$ cat src/sv/assert_macros.svh
// Assertion macros shared by the stream parser RTL.
`ifndef ASSERT_MACROS_SVH
`define ASSERT_MACROS_SVH

// Check a property on every rising clock edge outside reset.
`define ISP_ASSERT(label, prop, msg) \
   label: assert property (@(posedge clock) disable iff (reset) (prop)) else $error(msg);

// Check that a condition leads to another in the next cycle.
`define ISP_ASSERT_NEXT(label, ante, cons, msg) \
   label: assert property (@(posedge clock) disable iff (reset) (ante) |=> (cons)) else $error(msg);

`endif

$ cat src/sv/isp_pkg.sv
// Shared types, constants and helper functions of the item record stream parser.
`default_nettype none

package isp_pkg;

   // Width of the sprite count arithmetic.
   localparam int COUNT_WIDTH = 24;
   // Width of the count fields on the result port.
   localparam int OUT_CNT_W   = 24;

   localparam logic [COUNT_WIDTH-1:0] COUNT_MAX = '1;

   localparam logic [15:0] FIRST_ITEM   = 16'd100;
   localparam logic [3:0]  HEADER_BYTES = 4'd12;
   localparam logic [3:0]  GEOM_BYTES   = 4'd7;

   // Option codes.
   localparam logic [7:0] OPT_END       = 8'hFF;
   localparam logic [7:0] OPT_LAST      = 8'h1F;
   localparam logic [7:0] OPT_GROUND    = 8'h00;
   localparam logic [7:0] OPT_CONTAINER = 8'h04;
   localparam logic [7:0] OPT_WRITEABLE = 8'h09;
   localparam logic [7:0] OPT_WORD_0A   = 8'h0A;
   localparam logic [7:0] OPT_FLUID     = 8'h0B;
   localparam logic [7:0] OPT_SPLASH    = 8'h0C;
   localparam logic [7:0] OPT_DWORD_16  = 8'h16;
   localparam logic [7:0] OPT_DWORD_19  = 8'h19;
   localparam logic [7:0] OPT_WORD_1A   = 8'h1A;
   localparam logic [7:0] OPT_WORD_1D   = 8'h1D;
   localparam logic [7:0] OPT_WORD_1E   = 8'h1E;

   // Code reported with an error when the sprite count overflows.
   localparam logic [7:0] ERR_COUNT_OVERFLOW = 8'hFF;

   typedef enum logic [2:0] {
      EV_HEADER,
      EV_OPTION,
      EV_GEOM,
      EV_SPRITE,
      EV_ERROR
   } event_type;

   typedef enum logic [2:0] {
      GRP_NONE,
      GRP_GROUND,
      GRP_CONTAINER,
      GRP_FLUID,
      GRP_SPLASH,
      GRP_WRITEABLE
   } group_type;

   typedef struct packed {
      logic [7:0] data_byte;
      logic       start_of_file;
   } req_type;

   typedef struct packed {
      event_type            event_res;
      logic [15:0]          item_id;
      logic [7:0]           code;
      logic [31:0]          value;
      logic [15:0]          value_high;
      group_type            item_group;
      logic [OUT_CNT_W-1:0] sprite_count;
      logic [OUT_CNT_W-1:0] sprite_index;
      logic [15:0]          sprite_id;
      logic                 sprite_keep;
      logic                 last_of_item;
   } rsp_type;

   // Number of payload bytes behind a known option code.
   function automatic logic [2:0] payload_len(input logic [7:0] c);
      case (c) inside
         OPT_GROUND, OPT_WRITEABLE, OPT_WORD_0A, OPT_WORD_1A, OPT_WORD_1D, OPT_WORD_1E:
            payload_len = 3'd2;
         OPT_DWORD_16, OPT_DWORD_19:
            payload_len = 3'd4;
         default:
            payload_len = 3'd0;
      endcase
   endfunction

   function automatic logic code_known(input logic [7:0] c);
      code_known = (c <= OPT_LAST);
   endfunction

   // Fit a count value to the result port width.
   function automatic logic [OUT_CNT_W-1:0] cnt_out(input logic [COUNT_WIDTH-1:0] x);
      logic [COUNT_WIDTH+OUT_CNT_W-1:0] w;
      w = {{OUT_CNT_W{1'b0}}, x};
      cnt_out = w[OUT_CNT_W-1:0];
   endfunction

endpackage

`default_nettype wire

$ cat src/sv/item_record_stream_parser_core.sv
// Top level of the item record stream parser.
//
//   channel  | direction | handshake            | payload
//   req      | in        | req_valid/req_ready  | data_byte, start_of_file
//   rsp      | out       | rsp_valid/rsp_ready  | event, ids, option words, sprite data
//
// One byte word is parsed per cycle unless the result side stalls: input register, one pass
// of the parser state machine with its 24x8 count multiply, then the result register.
// A result passes from the input register through the parser into the result register.
// Synchronous reset returns the parser to the file header, record 100.
// When rsp_ready is low with a result held, the result register holds and the input register backs up.
`default_nettype none
`include "assert_macros.svh"

module item_record_stream_parser_core
   import isp_pkg::*;
(
   input  wire logic        clock,
   input  wire logic        reset,
   input  wire logic        req_valid,
   output logic             req_ready,
   input  wire logic [7:0]  req_data_byte,
   input  wire logic        req_start_of_file,
   output logic             rsp_valid,
   input  wire logic        rsp_ready,
   output logic [2:0]       rsp_event_res,
   output logic [15:0]      rsp_item_id,
   output logic [7:0]       rsp_code,
   output logic [31:0]      rsp_value,
   output logic [15:0]      rsp_value_high,
   output logic [2:0]       rsp_item_group,
   output logic [23:0]      rsp_sprite_count,
   output logic [23:0]      rsp_sprite_index,
   output logic [15:0]      rsp_sprite_id,
   output logic             rsp_sprite_keep,
   output logic             rsp_last_of_item
);

   req_type req;
   req_type in_word;
   logic    in_valid;
   logic    out_free;
   logic    step;
   logic    res_valid;
   logic    res_load;
   rsp_type res;
   rsp_type rsp;

   assign req.data_byte     = req_data_byte;
   assign req.start_of_file = req_start_of_file;

   // Parse the held byte whenever the result slot can take its outcome.
   assign step     = in_valid && out_free;
   assign res_load = step && res_valid;

   isp_in_reg u_in_reg (
      .clock     (clock),
      .reset     (reset),
      .req_valid (req_valid),
      .req_ready (req_ready),
      .req       (req),
      .step      (step),
      .in_valid  (in_valid),
      .in_word   (in_word)
   );

   isp_parse u_parse (
      .clock     (clock),
      .reset     (reset),
      .step      (step),
      .req       (in_word),
      .res_valid (res_valid),
      .res       (res)
   );

   isp_out_reg u_out_reg (
      .clock     (clock),
      .reset     (reset),
      .load      (res_load),
      .res       (res),
      .out_free  (out_free),
      .rsp_valid (rsp_valid),
      .rsp_ready (rsp_ready),
      .rsp       (rsp)
   );

   assign rsp_event_res    = rsp.event_res;
   assign rsp_item_id      = rsp.item_id;
   assign rsp_code         = rsp.code;
   assign rsp_value        = rsp.value;
   assign rsp_value_high   = rsp.value_high;
   assign rsp_item_group   = rsp.item_group;
   assign rsp_sprite_count = rsp.sprite_count;
   assign rsp_sprite_index = rsp.sprite_index;
   assign rsp_sprite_id    = rsp.sprite_id;
   assign rsp_sprite_keep  = rsp.sprite_keep;
   assign rsp_last_of_item = rsp.last_of_item;

   `ISP_ASSERT(a_error_ends_item, (rsp_valid && rsp_event_res == EV_ERROR) |-> rsp_last_of_item, "error result without end of item")
   `ISP_ASSERT(a_sprite_in_range, (rsp_valid && rsp_event_res == EV_SPRITE) |-> (rsp_sprite_index < rsp_sprite_count), "sprite index beyond count")
   `ISP_ASSERT(a_no_overwrite, res_load |-> !(rsp_valid && !rsp_ready), "result overwritten while stalled")
   `ISP_ASSERT_NEXT(a_accept_fills, req_valid && req_ready, in_valid, "accepted word not held")

endmodule

`default_nettype wire

$ cat src/sv/isp_in_reg.sv
// Input register of the stream parser: captures one word and holds it until parsed.
`default_nettype none

module isp_in_reg
   import isp_pkg::*;
(
   input  wire logic    clock,
   input  wire logic    reset,
   input  wire logic    req_valid,
   output logic         req_ready,
   input  wire req_type req,
   input  wire logic    step,
   output logic         in_valid,
   output req_type      in_word
);

   logic    valid_ff, valid_in;
   req_type word_ff, word_in;

   // Take a new word when empty or when the held one is parsed this cycle.
   assign req_ready = !valid_ff || step;

   always_comb begin
      valid_in = valid_ff;
      word_in  = word_ff;
      if (req_valid && req_ready) begin
         valid_in = 1'b1;
         word_in  = req;
      end else if (step) begin
         valid_in = 1'b0;
      end
   end

   always_ff @(posedge clock) begin
      if (reset) begin
         valid_ff <= 1'b0;
      end else begin
         valid_ff <= valid_in;
      end
      word_ff <= word_in;
   end

   assign in_valid = valid_ff;
   assign in_word  = word_ff;

endmodule

`default_nettype wire

$ cat src/sv/isp_parse.sv
// Parser state machine: consumes one file byte per step and forms at most one result.
`default_nettype none

module isp_parse
   import isp_pkg::*;
(
   input  wire logic    clock,
   input  wire logic    reset,
   input  wire logic    step,
   input  wire req_type req,
   output logic         res_valid,
   output rsp_type      res
);

   typedef enum logic [2:0] {
      PH_HDR,
      PH_OPT,
      PH_PAY,
      PH_GEOM,
      PH_SKIP,
      PH_SPR,
      PH_HALT
   } phase_type;

   phase_type              phase_ff, phase_in;
   logic [3:0]             count_ff, count_in;
   logic [31:0]            version_ff, version_in;
   logic [15:0]            max_item_ff, max_item_in;
   logic [15:0]            item_ff, item_in;
   logic [7:0]             opcode_ff, opcode_in;
   logic [31:0]            payload_ff, payload_in;
   group_type              group_ff, group_in;
   logic [23:0]            keep_ff, keep_in;
   logic [COUNT_WIDTH-1:0] product_ff, product_in;
   logic                   ovf_ff, ovf_in;
   logic                   big_ff, big_in;
   logic [COUNT_WIDTH-1:0] sprite_ff, sprite_in;
   logic [7:0]             low_ff, low_in;

   // Start of file forces the reset view of the state.
   phase_type              ph;
   logic [3:0]             cnt;
   logic [7:0]             b;
   logic [15:0]            item_next;
   logic                   start_rec;
   logic [2:0]             len;
   logic [COUNT_WIDTH+7:0] prod_full;
   logic                   prod_sat;
   logic [31:0]            keep_full;
   logic [COUNT_WIDTH+23:0] sprite_w, keep_w;

   always_comb begin
      b           = req.data_byte;
      ph          = req.start_of_file ? PH_HDR : phase_ff;
      cnt         = req.start_of_file ? 4'd0 : count_ff;
      version_in  = req.start_of_file ? 32'd0 : version_ff;
      max_item_in = req.start_of_file ? 16'd0 : max_item_ff;
      item_in     = req.start_of_file ? FIRST_ITEM : item_ff;
      group_in    = req.start_of_file ? GRP_NONE : group_ff;
      phase_in    = ph;
      count_in    = cnt;
      opcode_in   = opcode_ff;
      payload_in  = payload_ff;
      keep_in     = keep_ff;
      product_in  = product_ff;
      ovf_in      = ovf_ff;
      big_in      = big_ff;
      sprite_in   = sprite_ff;
      low_in      = low_ff;
      item_next   = item_in;
      start_rec   = 1'b0;
      len         = payload_len(b);

      // One 24x8 multiply for the count, one for the keep limit.
      prod_full = {8'd0, product_ff} * {{COUNT_WIDTH{1'b0}}, b};
      prod_sat  = |prod_full[COUNT_WIDTH+7:COUNT_WIDTH];
      keep_full = {8'd0, keep_ff} * {24'd0, b};
      sprite_w  = {24'd0, sprite_ff};
      keep_w    = {{COUNT_WIDTH{1'b0}}, keep_ff};

      res_valid        = 1'b0;
      res              = '0;
      res.item_id      = item_in;
      res.item_group   = group_in;

      unique case (ph)
         PH_HDR: begin
            if (cnt < 4'd4) begin
               version_in[8*cnt[1:0] +: 8] = b;
            end else if (cnt == 4'd4) begin
               max_item_in[7:0] = b;
            end else if (cnt == 4'd5) begin
               max_item_in[15:8] = b;
            end
            count_in = cnt + 4'd1;
            if (count_in == HEADER_BYTES) begin
               res_valid        = 1'b1;
               res.event_res    = EV_HEADER;
               res.value        = version_in;
               res.value_high   = max_item_in;
               res.item_group   = GRP_NONE;
               start_rec        = 1'b1;
            end
         end

         PH_OPT: begin
            if (b == OPT_END) begin
               phase_in = PH_GEOM;
               count_in = 4'd0;
            end else if (!code_known(b)) begin
               res_valid        = 1'b1;
               res.event_res    = EV_ERROR;
               res.code         = b;
               res.last_of_item = 1'b1;
               phase_in         = PH_HALT;
            end else begin
               opcode_in  = b;
               payload_in = 32'd0;
               case (b)
                  OPT_GROUND:    group_in = GRP_GROUND;
                  OPT_CONTAINER: group_in = GRP_CONTAINER;
                  OPT_WRITEABLE: group_in = GRP_WRITEABLE;
                  OPT_FLUID:     group_in = GRP_FLUID;
                  OPT_SPLASH:    group_in = GRP_SPLASH;
                  default:       group_in = group_ff;
               endcase
               res.item_group = group_in;
               if (len == 3'd0) begin
                  res_valid     = 1'b1;
                  res.event_res = EV_OPTION;
                  res.code      = b;
               end else begin
                  count_in = 4'd0;
                  phase_in = PH_PAY;
               end
            end
         end

         PH_PAY: begin
            payload_in[8*cnt[1:0] +: 8] = b;
            count_in = cnt + 4'd1;
            if (count_in >= {1'b0, payload_len(opcode_ff)}) begin
               res_valid      = 1'b1;
               res.event_res  = EV_OPTION;
               res.code       = opcode_ff;
               res.value      = {16'd0, payload_in[15:0]};
               res.value_high = payload_in[31:16];
               phase_in       = PH_OPT;
               count_in       = 4'd0;
            end
         end

         PH_SKIP: begin
            phase_in = PH_GEOM;
         end

         PH_GEOM: begin
            if (cnt == 4'd0) begin
               product_in = {{(COUNT_WIDTH-8){1'b0}}, b};
               keep_in    = {16'd0, b};
               big_in     = (b > 8'd1);
            end else begin
               product_in = prod_sat ? COUNT_MAX : prod_full[COUNT_WIDTH-1:0];
               ovf_in     = ovf_ff || prod_sat;
               if (cnt <= 4'd2) begin
                  keep_in = keep_full[23:0];
               end
            end
            if (cnt == 4'd1 && b > 8'd1) begin
               big_in = 1'b1;
            end
            count_in = cnt + 4'd1;
            if (count_in == 4'd2 && big_in) begin
               phase_in = PH_SKIP;
            end
            if (count_in == GEOM_BYTES) begin
               res_valid = 1'b1;
               if (ovf_in) begin
                  res.event_res    = EV_ERROR;
                  res.code         = ERR_COUNT_OVERFLOW;
                  res.last_of_item = 1'b1;
                  phase_in         = PH_HALT;
               end else begin
                  res.event_res    = EV_GEOM;
                  res.sprite_count = cnt_out(product_in);
                  if (product_in == '0) begin
                     res.last_of_item = 1'b1;
                     item_next        = item_in + 16'd1;
                     start_rec        = 1'b1;
                  end else begin
                     phase_in  = PH_SPR;
                     count_in  = 4'd0;
                     sprite_in = '0;
                  end
               end
            end
         end

         PH_SPR: begin
            if (cnt == 4'd0) begin
               low_in   = b;
               count_in = 4'd1;
            end else begin
               count_in         = 4'd0;
               res_valid        = 1'b1;
               res.event_res    = EV_SPRITE;
               res.sprite_count = cnt_out(product_ff);
               res.sprite_index = cnt_out(sprite_ff);
               res.sprite_id    = {b, low_ff};
               res.sprite_keep  = (sprite_w < keep_w) || (group_ff == GRP_FLUID);
               sprite_in        = sprite_ff + 1'b1;
               if (sprite_in >= product_ff) begin
                  res.last_of_item = 1'b1;
                  item_next        = item_in + 16'd1;
                  start_rec        = 1'b1;
               end
            end
         end

         PH_HALT: begin
            phase_in = PH_HALT;
         end

         default: begin
            phase_in = PH_HALT;
         end
      endcase

      // Open the next record, or halt past the signed maximum id.
      item_in = item_next;
      if (start_rec) begin
         if ($signed({1'b0, item_next}) > $signed({max_item_in[15], max_item_in})) begin
            phase_in = PH_HALT;
         end else begin
            phase_in   = PH_OPT;
            count_in   = 4'd0;
            opcode_in  = 8'd0;
            payload_in = 32'd0;
            group_in   = GRP_NONE;
            keep_in    = 24'd0;
            product_in = '0;
            ovf_in     = 1'b0;
            big_in     = 1'b0;
            sprite_in  = '0;
            low_in     = 8'd0;
         end
      end
   end

   // Hold state between steps; advance on each parsed byte.
   always_ff @(posedge clock) begin
      if (reset) begin
         phase_ff <= PH_HDR;
         count_ff <= 4'd0;
         item_ff  <= FIRST_ITEM;
         group_ff <= GRP_NONE;
         ovf_ff   <= 1'b0;
         big_ff   <= 1'b0;
      end else if (step) begin
         phase_ff <= phase_in;
         count_ff <= count_in;
         item_ff  <= item_in;
         group_ff <= group_in;
         ovf_ff   <= ovf_in;
         big_ff   <= big_in;
      end
      if (step) begin
         version_ff  <= version_in;
         max_item_ff <= max_item_in;
         opcode_ff   <= opcode_in;
         payload_ff  <= payload_in;
         keep_ff     <= keep_in;
         product_ff  <= product_in;
         sprite_ff   <= sprite_in;
         low_ff      <= low_in;
      end
   end

endmodule

`default_nettype wire

$ cat src/sv/isp_out_reg.sv
// Result register of the stream parser: holds one result word until taken.
`default_nettype none

module isp_out_reg
   import isp_pkg::*;
(
   input  wire logic    clock,
   input  wire logic    reset,
   input  wire logic    load,
   input  wire rsp_type res,
   output logic         out_free,
   output logic         rsp_valid,
   input  wire logic    rsp_ready,
   output rsp_type      rsp
);

   logic    valid_ff, valid_in;
   rsp_type word_ff, word_in;

   // Free when empty or drained in this cycle.
   assign out_free = !valid_ff || rsp_ready;

   always_comb begin
      valid_in = valid_ff;
      word_in  = word_ff;
      if (load) begin
         valid_in = 1'b1;
         word_in  = res;
      end else if (rsp_ready) begin
         valid_in = 1'b0;
      end
   end

   always_ff @(posedge clock) begin
      if (reset) begin
         valid_ff <= 1'b0;
      end else begin
         valid_ff <= valid_in;
      end
      word_ff <= word_in;
   end

   assign rsp_valid = valid_ff;
   assign rsp       = word_ff;

endmodule

`default_nettype wire

$ cat config.mk
export PLATFORM = sky130hd
export DESIGN_NAME = item_record_stream_parser_core
export DESIGN_NICKNAME = d
export VERILOG_FILES = /design/src/sv/isp_pkg.sv /design/src/sv/item_record_stream_parser_core.sv /design/src/sv/isp_in_reg.sv /design/src/sv/isp_parse.sv /design/src/sv/isp_out_reg.sv
export VERILOG_INCLUDE_DIRS = /design/src /design/src/sv
export SDC_FILE = /design/constraint.sdc
export NUM_CORES = 2
export LEC_CHECK = 0
export BUFFER_PORTS_ARGS = -buffer_cell sky130_fd_sc_hd__buf_2
export CAP_MARGIN = 10
export CORE_ASPECT_RATIO = 0.9
export CORE_MARGIN = 1
export CORE_UTILIZATION = 33
export DETAILED_ROUTE_END_ITERATION = 10
export HOLD_SLACK_MARGIN = 0.15
export SETUP_SLACK_MARGIN = 0.15
export SLEW_MARGIN = 20
export SYNTH_ARGS = -nofsm -noshare
export SYNTH_HDL_FRONTEND = slang
export SYNTH_SLANG_ARGS = --single-unit
$ cat constraint.sdc
create_clock -name clock -period 19.71 [get_ports clock]
set_input_delay 5.913 -clock clock [delete_from_list [all_inputs] [get_ports clock]]
set_output_delay 5.913 -clock clock [all_outputs]
set_load 0.02 [all_outputs]
==> results.sh <==
export IMPL_hold_viol_final=0
export IMPL_critPathKind="input pin to primary output"
export IMPL_grt_start_max_net_pins=135
export IMPL_critPathBufInv=2
export IMPL_dieWidth_um=323
export IMPL_drtIter0Drc=2590
export IMPL_worstSetupEndpointType="primary output"
export IMPL_crit_chain="buf_2 > nor2b_1 > nand2_1 > buf_2"
export IMPL_num_vias=25000
export IMPL_critPathArrivalTime_ns=6.44
export IMPL_mappedNetlistArea_sq_mm=0.0305
export IMPL_syn_to_final_growth_pct=10.9
export IMPL_ys_types=84
export IMPL_async_flop_share_pct=0
export IMPL_tritoncts="done"
export IMPL_status="completed"
export IMPL_dieArea_sq_mm=0.0937
export IMPL_min_path_type="register to register"
export IMPL_period_share_pct=62.7
export IMPL_nNetsFinal=3700
export IMPL_clock_sinks=351
export IMPL_drv_slew=0
export IMPL_r2r_cells=32
export IMPL_placed_cells=4479
export IMPL_cts_root_buffer="clkbuf_16"
export IMPL_setup_viol=0
export IMPL_diodes=0
export IMPL_route_detailed_drc=0
export IMPL_preCtsSetupSlack_ns=7.36
export IMPL_tns_ns=0
export IMPL_clock_skew_ns=0.0392
export IMPL_synth_flop_cell="edfxtp_1"
export IMPL_clkTransAtPathRegs_ns=0.06
export IMPL_cp_max_fo=3
export IMPL_portBuffers=158
export IMPL_cp_depth=4
export IMPL_startpoint="rsp_ready"
export IMPL_die_h_um=290
export IMPL_vdd_drop_max_mv=0.0973
export IMPL_first_pass_iters=5
export IMPL_initial_core_util_pct=33.4
export IMPL_grt_pass1_wl_um=145000
export IMPL_routed_via_density=5.50
export IMPL_cpMostUsedCell="buf_2"
export IMPL_wl_per_cell_um=20.8
export IMPL_grt_ovfl_total=0
export IMPL_grt_pass1_vias=24000
export IMPL_final_cells=4550
export IMPL_final_cell_mix="321 x edfxtp_1, 317 x nand2_1, 311 x inv_1"
export IMPL_p_per_area_mw_per_mm2=98.9
export IMPL_cts_hold_buffers_added=0
export IMPL_clockBufferDepth=3
export IMPL_place_congestion=0.897
export IMPL_rsz0062_at_grt="false"
export IMPL_cp_required_ns=13.80
export IMPL_yosys_warnings=0
export IMPL_fmax_mhz=80.9
export IMPL_regToRegStartpoint="u_in_reg.in_word[5]"
export IMPL_synth_area_per_cell_sq_um=9.33
export IMPL_tightest_slew_ns=1.03
export IMPL_design_area_sq_mm=0.0339
export IMPL_synth_edf_count=321
export IMPL_netlist_instances=3271
export IMPL_ant_nets=0
export IMPL_r2r_slack_ns=7.82
export IMPL_cp_start_kind="input pin"
export IMPL_slew_headroom_pct=31.1
export IMPL_worst_r2r_endpoint="u_parse.product_ff[5]"
export IMPL_core_sq_mm=0.0914
export IMPL_drv_cap=0
export IMPL_setup_slack_ns=7.35
export IMPL_slowest_stage="nor2b_1"
export IMPL_p_leak_nw=13.7
export IMPL_cts_buffers=39
export IMPL_placementRows=105
export IMPL_synth_seq_area_share_pct=33.6
export IMPL_drive_gt1_share_pct=9.52
export IMPL_cpPeakStageDelay_ns=0.17
export IMPL_io_pins=159
export IMPL_endpoint="req_ready"
export IMPL_mostFrequentLayoutCell="edfxtp_1"
export IMPL_place_area_sq_mm=0.0324
export IMPL_syn_nets=3681
export IMPL_place_hpwl_um=64900
export IMPL_clock_latency_ns=0.60
export IMPL_h_tree_depth=2
export IMPL_cts_resized_gates=0
export IMPL_post_cts_buffers=0
export IMPL_cpLargestDelayFamily="buffers and inverters"
export IMPL_postRouteWirelength_um=94600
export IMPL_final_min_clock_period_ns=12.36
export IMPL_grt_total_usage_pct=19.9
export IMPL_synth_seq_cells=351
export IMPL_antenna_found_initial=5
==> flip-flops by register name (all words and copies together), names as in the netlist, 4 cells and up <==
name,count
u_parse.version_ff,32
u_parse.payload_ff,32
u_out_reg.rsp,144
u_parse.opcode_ff,8
u_parse.product_ff,24
u_parse.keep_ff,24
u_parse.sprite_ff,24
u_in_reg.in_word,9
u_parse.max_item_ff,16
u_parse.low_ff,8
u_parse.count_ff,4
u_parse.item_ff,16
==> report_power, final <==
group	total, mW	internal (mW)	leakage [nW]	switching [mW]
clock	0.859	0.515	0.703	0.344
combinational	1.63	0.635	9.90	0.994
sequential	0.860	0.833	3.13	0.0271
==> routing by layer <==
metal / track usage (%) / up-vias / part of all wire, % / wire, um
li1: - / 11400 / - / -
met1: 30.1 / 12400 / 47 / 44000
met5: 0 / - / 0.019 / 18
met4: 4.20 / 4 / 1.7 / 1570
met3: 4.64 / 106 / 9.9 / 9400
met2: 28.5 / 1133 / 42 / 39600
==> synthesized netlist by cell type, types with 8 or more instances <==
cell	instances	share of area [%]
edfxtp_1	321	32
nand2_1	318	3.9
inv_1	311	3.8
nor2_1	285	3.5
fa_1	240	16
and2_1	225	4.6
clkbuf_1	200	2.5
ha_1	157	6.4
a21oi_1	124	2.0
o21ai_0	118	1.9
nand3_1	83	1.4
a31oi_1	80	1.6
and3_1	72	1.5
nor2b_1	71	1.5
o22ai_1	48	0.98
xnor2_1	48	1.4
a22oi_1	41	1.0
a21o_1	38	0.93
a32oi_1	36	1.0
nor3_1	32	0.52
dfxtp_1	30	2.0
nand4_1	27	0.55
mux2i_1	25	0.82
xor2_1	24	0.69
a211oi_1	23	0.57
a311oi_1	21	0.60
o21a_1	20	0.49
nand2b_1	19	0.39
o211ai_1	18	0.44
buf_1	17	0.21
a221oi_1	16	0.46
or3_1	16	0.33
a221o_1	14	0.46
nor3b_1	11	0.27
buf_2	10	0.16
mux2_2	9	0.33
nor4_1	9	0.18
o21ai_1	8	0.13
o2bb2ai_1	8	0.23
o31ai_1	8	0.20
==> layout make-up <==
| class | instances | area, sq um |
|---|---|---|
| repair buffers | 206 | 1150 |
| flip-flops and latches | 351 | 10200 |
| clock inverters | 26 | 415 |
| inverters | 314 | 1190 |
| fillers | 9275 | 57600 |
| clock buffers | 45 | 1040 |
| multi-input cells | 2378 | 18300 |
| well taps | 1230 | 1540 |
==> kinds of logic (layout without fill, tap and decap cells) <==
family          after synthesis  in the layout  synth area share, %
simple gates               1196           1196                 19.3
compound gates              679            679                 15.0
buf+inv                     542            591                 6.72
fa+ha+maj                   397            397                 22.2
flops                       351            351                 33.6
xor+xnor                     72             72                 2.07
mux                          34             34                 1.15
==> through the flow <==
step / power [mW] / util, % / hold WS (ns)
6_report: 3.35 / 37.0 / 0.468
5_1_grt: 3.58 / 37.0 / 0.490
4_1_cts: 3.34 / 37.0 / 0.469
3_5_place_dp: 2.47 / 35.4 / 0.460
3_3_place_gp: 2.46 / 35.4 / 0.449
2_1_floorplan: 2.11 / - / 0.441
==> worst reg2reg max path: cells and delay by family, from the launching register on <==
kind                     cells  cell delay (ns)
AND/OR/NAND/NOR              5             0.97
AO/OA/AOI/OAI               16             4.25
buffers and inverters        4             2.59
flip-flops                   1             0.79
multiplexers                 1             0.35
adder cells (fa/ha/maj)      6             2.63
==> worst min-delay path by stage <==
stage,start,to,slack [ns],cells after the start
6_report,u_parse.item_ff[15],u_parse.item_ff[15],0.47,2
5_1_grt,u_parse.item_ff[15],u_parse.item_ff[15],0.49,2
4_1_cts,u_parse.item_ff[15],u_parse.item_ff[15],0.47,2
3_5_place_dp,u_parse.item_ff[15],u_parse.item_ff[15],0.46,2
3_3_place_gp,u_parse.item_ff[15],u_parse.item_ff[15],0.45,2
2_1_floorplan,u_parse.item_ff[15],u_parse.item_ff[15],0.44,2
Note: power is estimated with default switching activity, not from simulation.
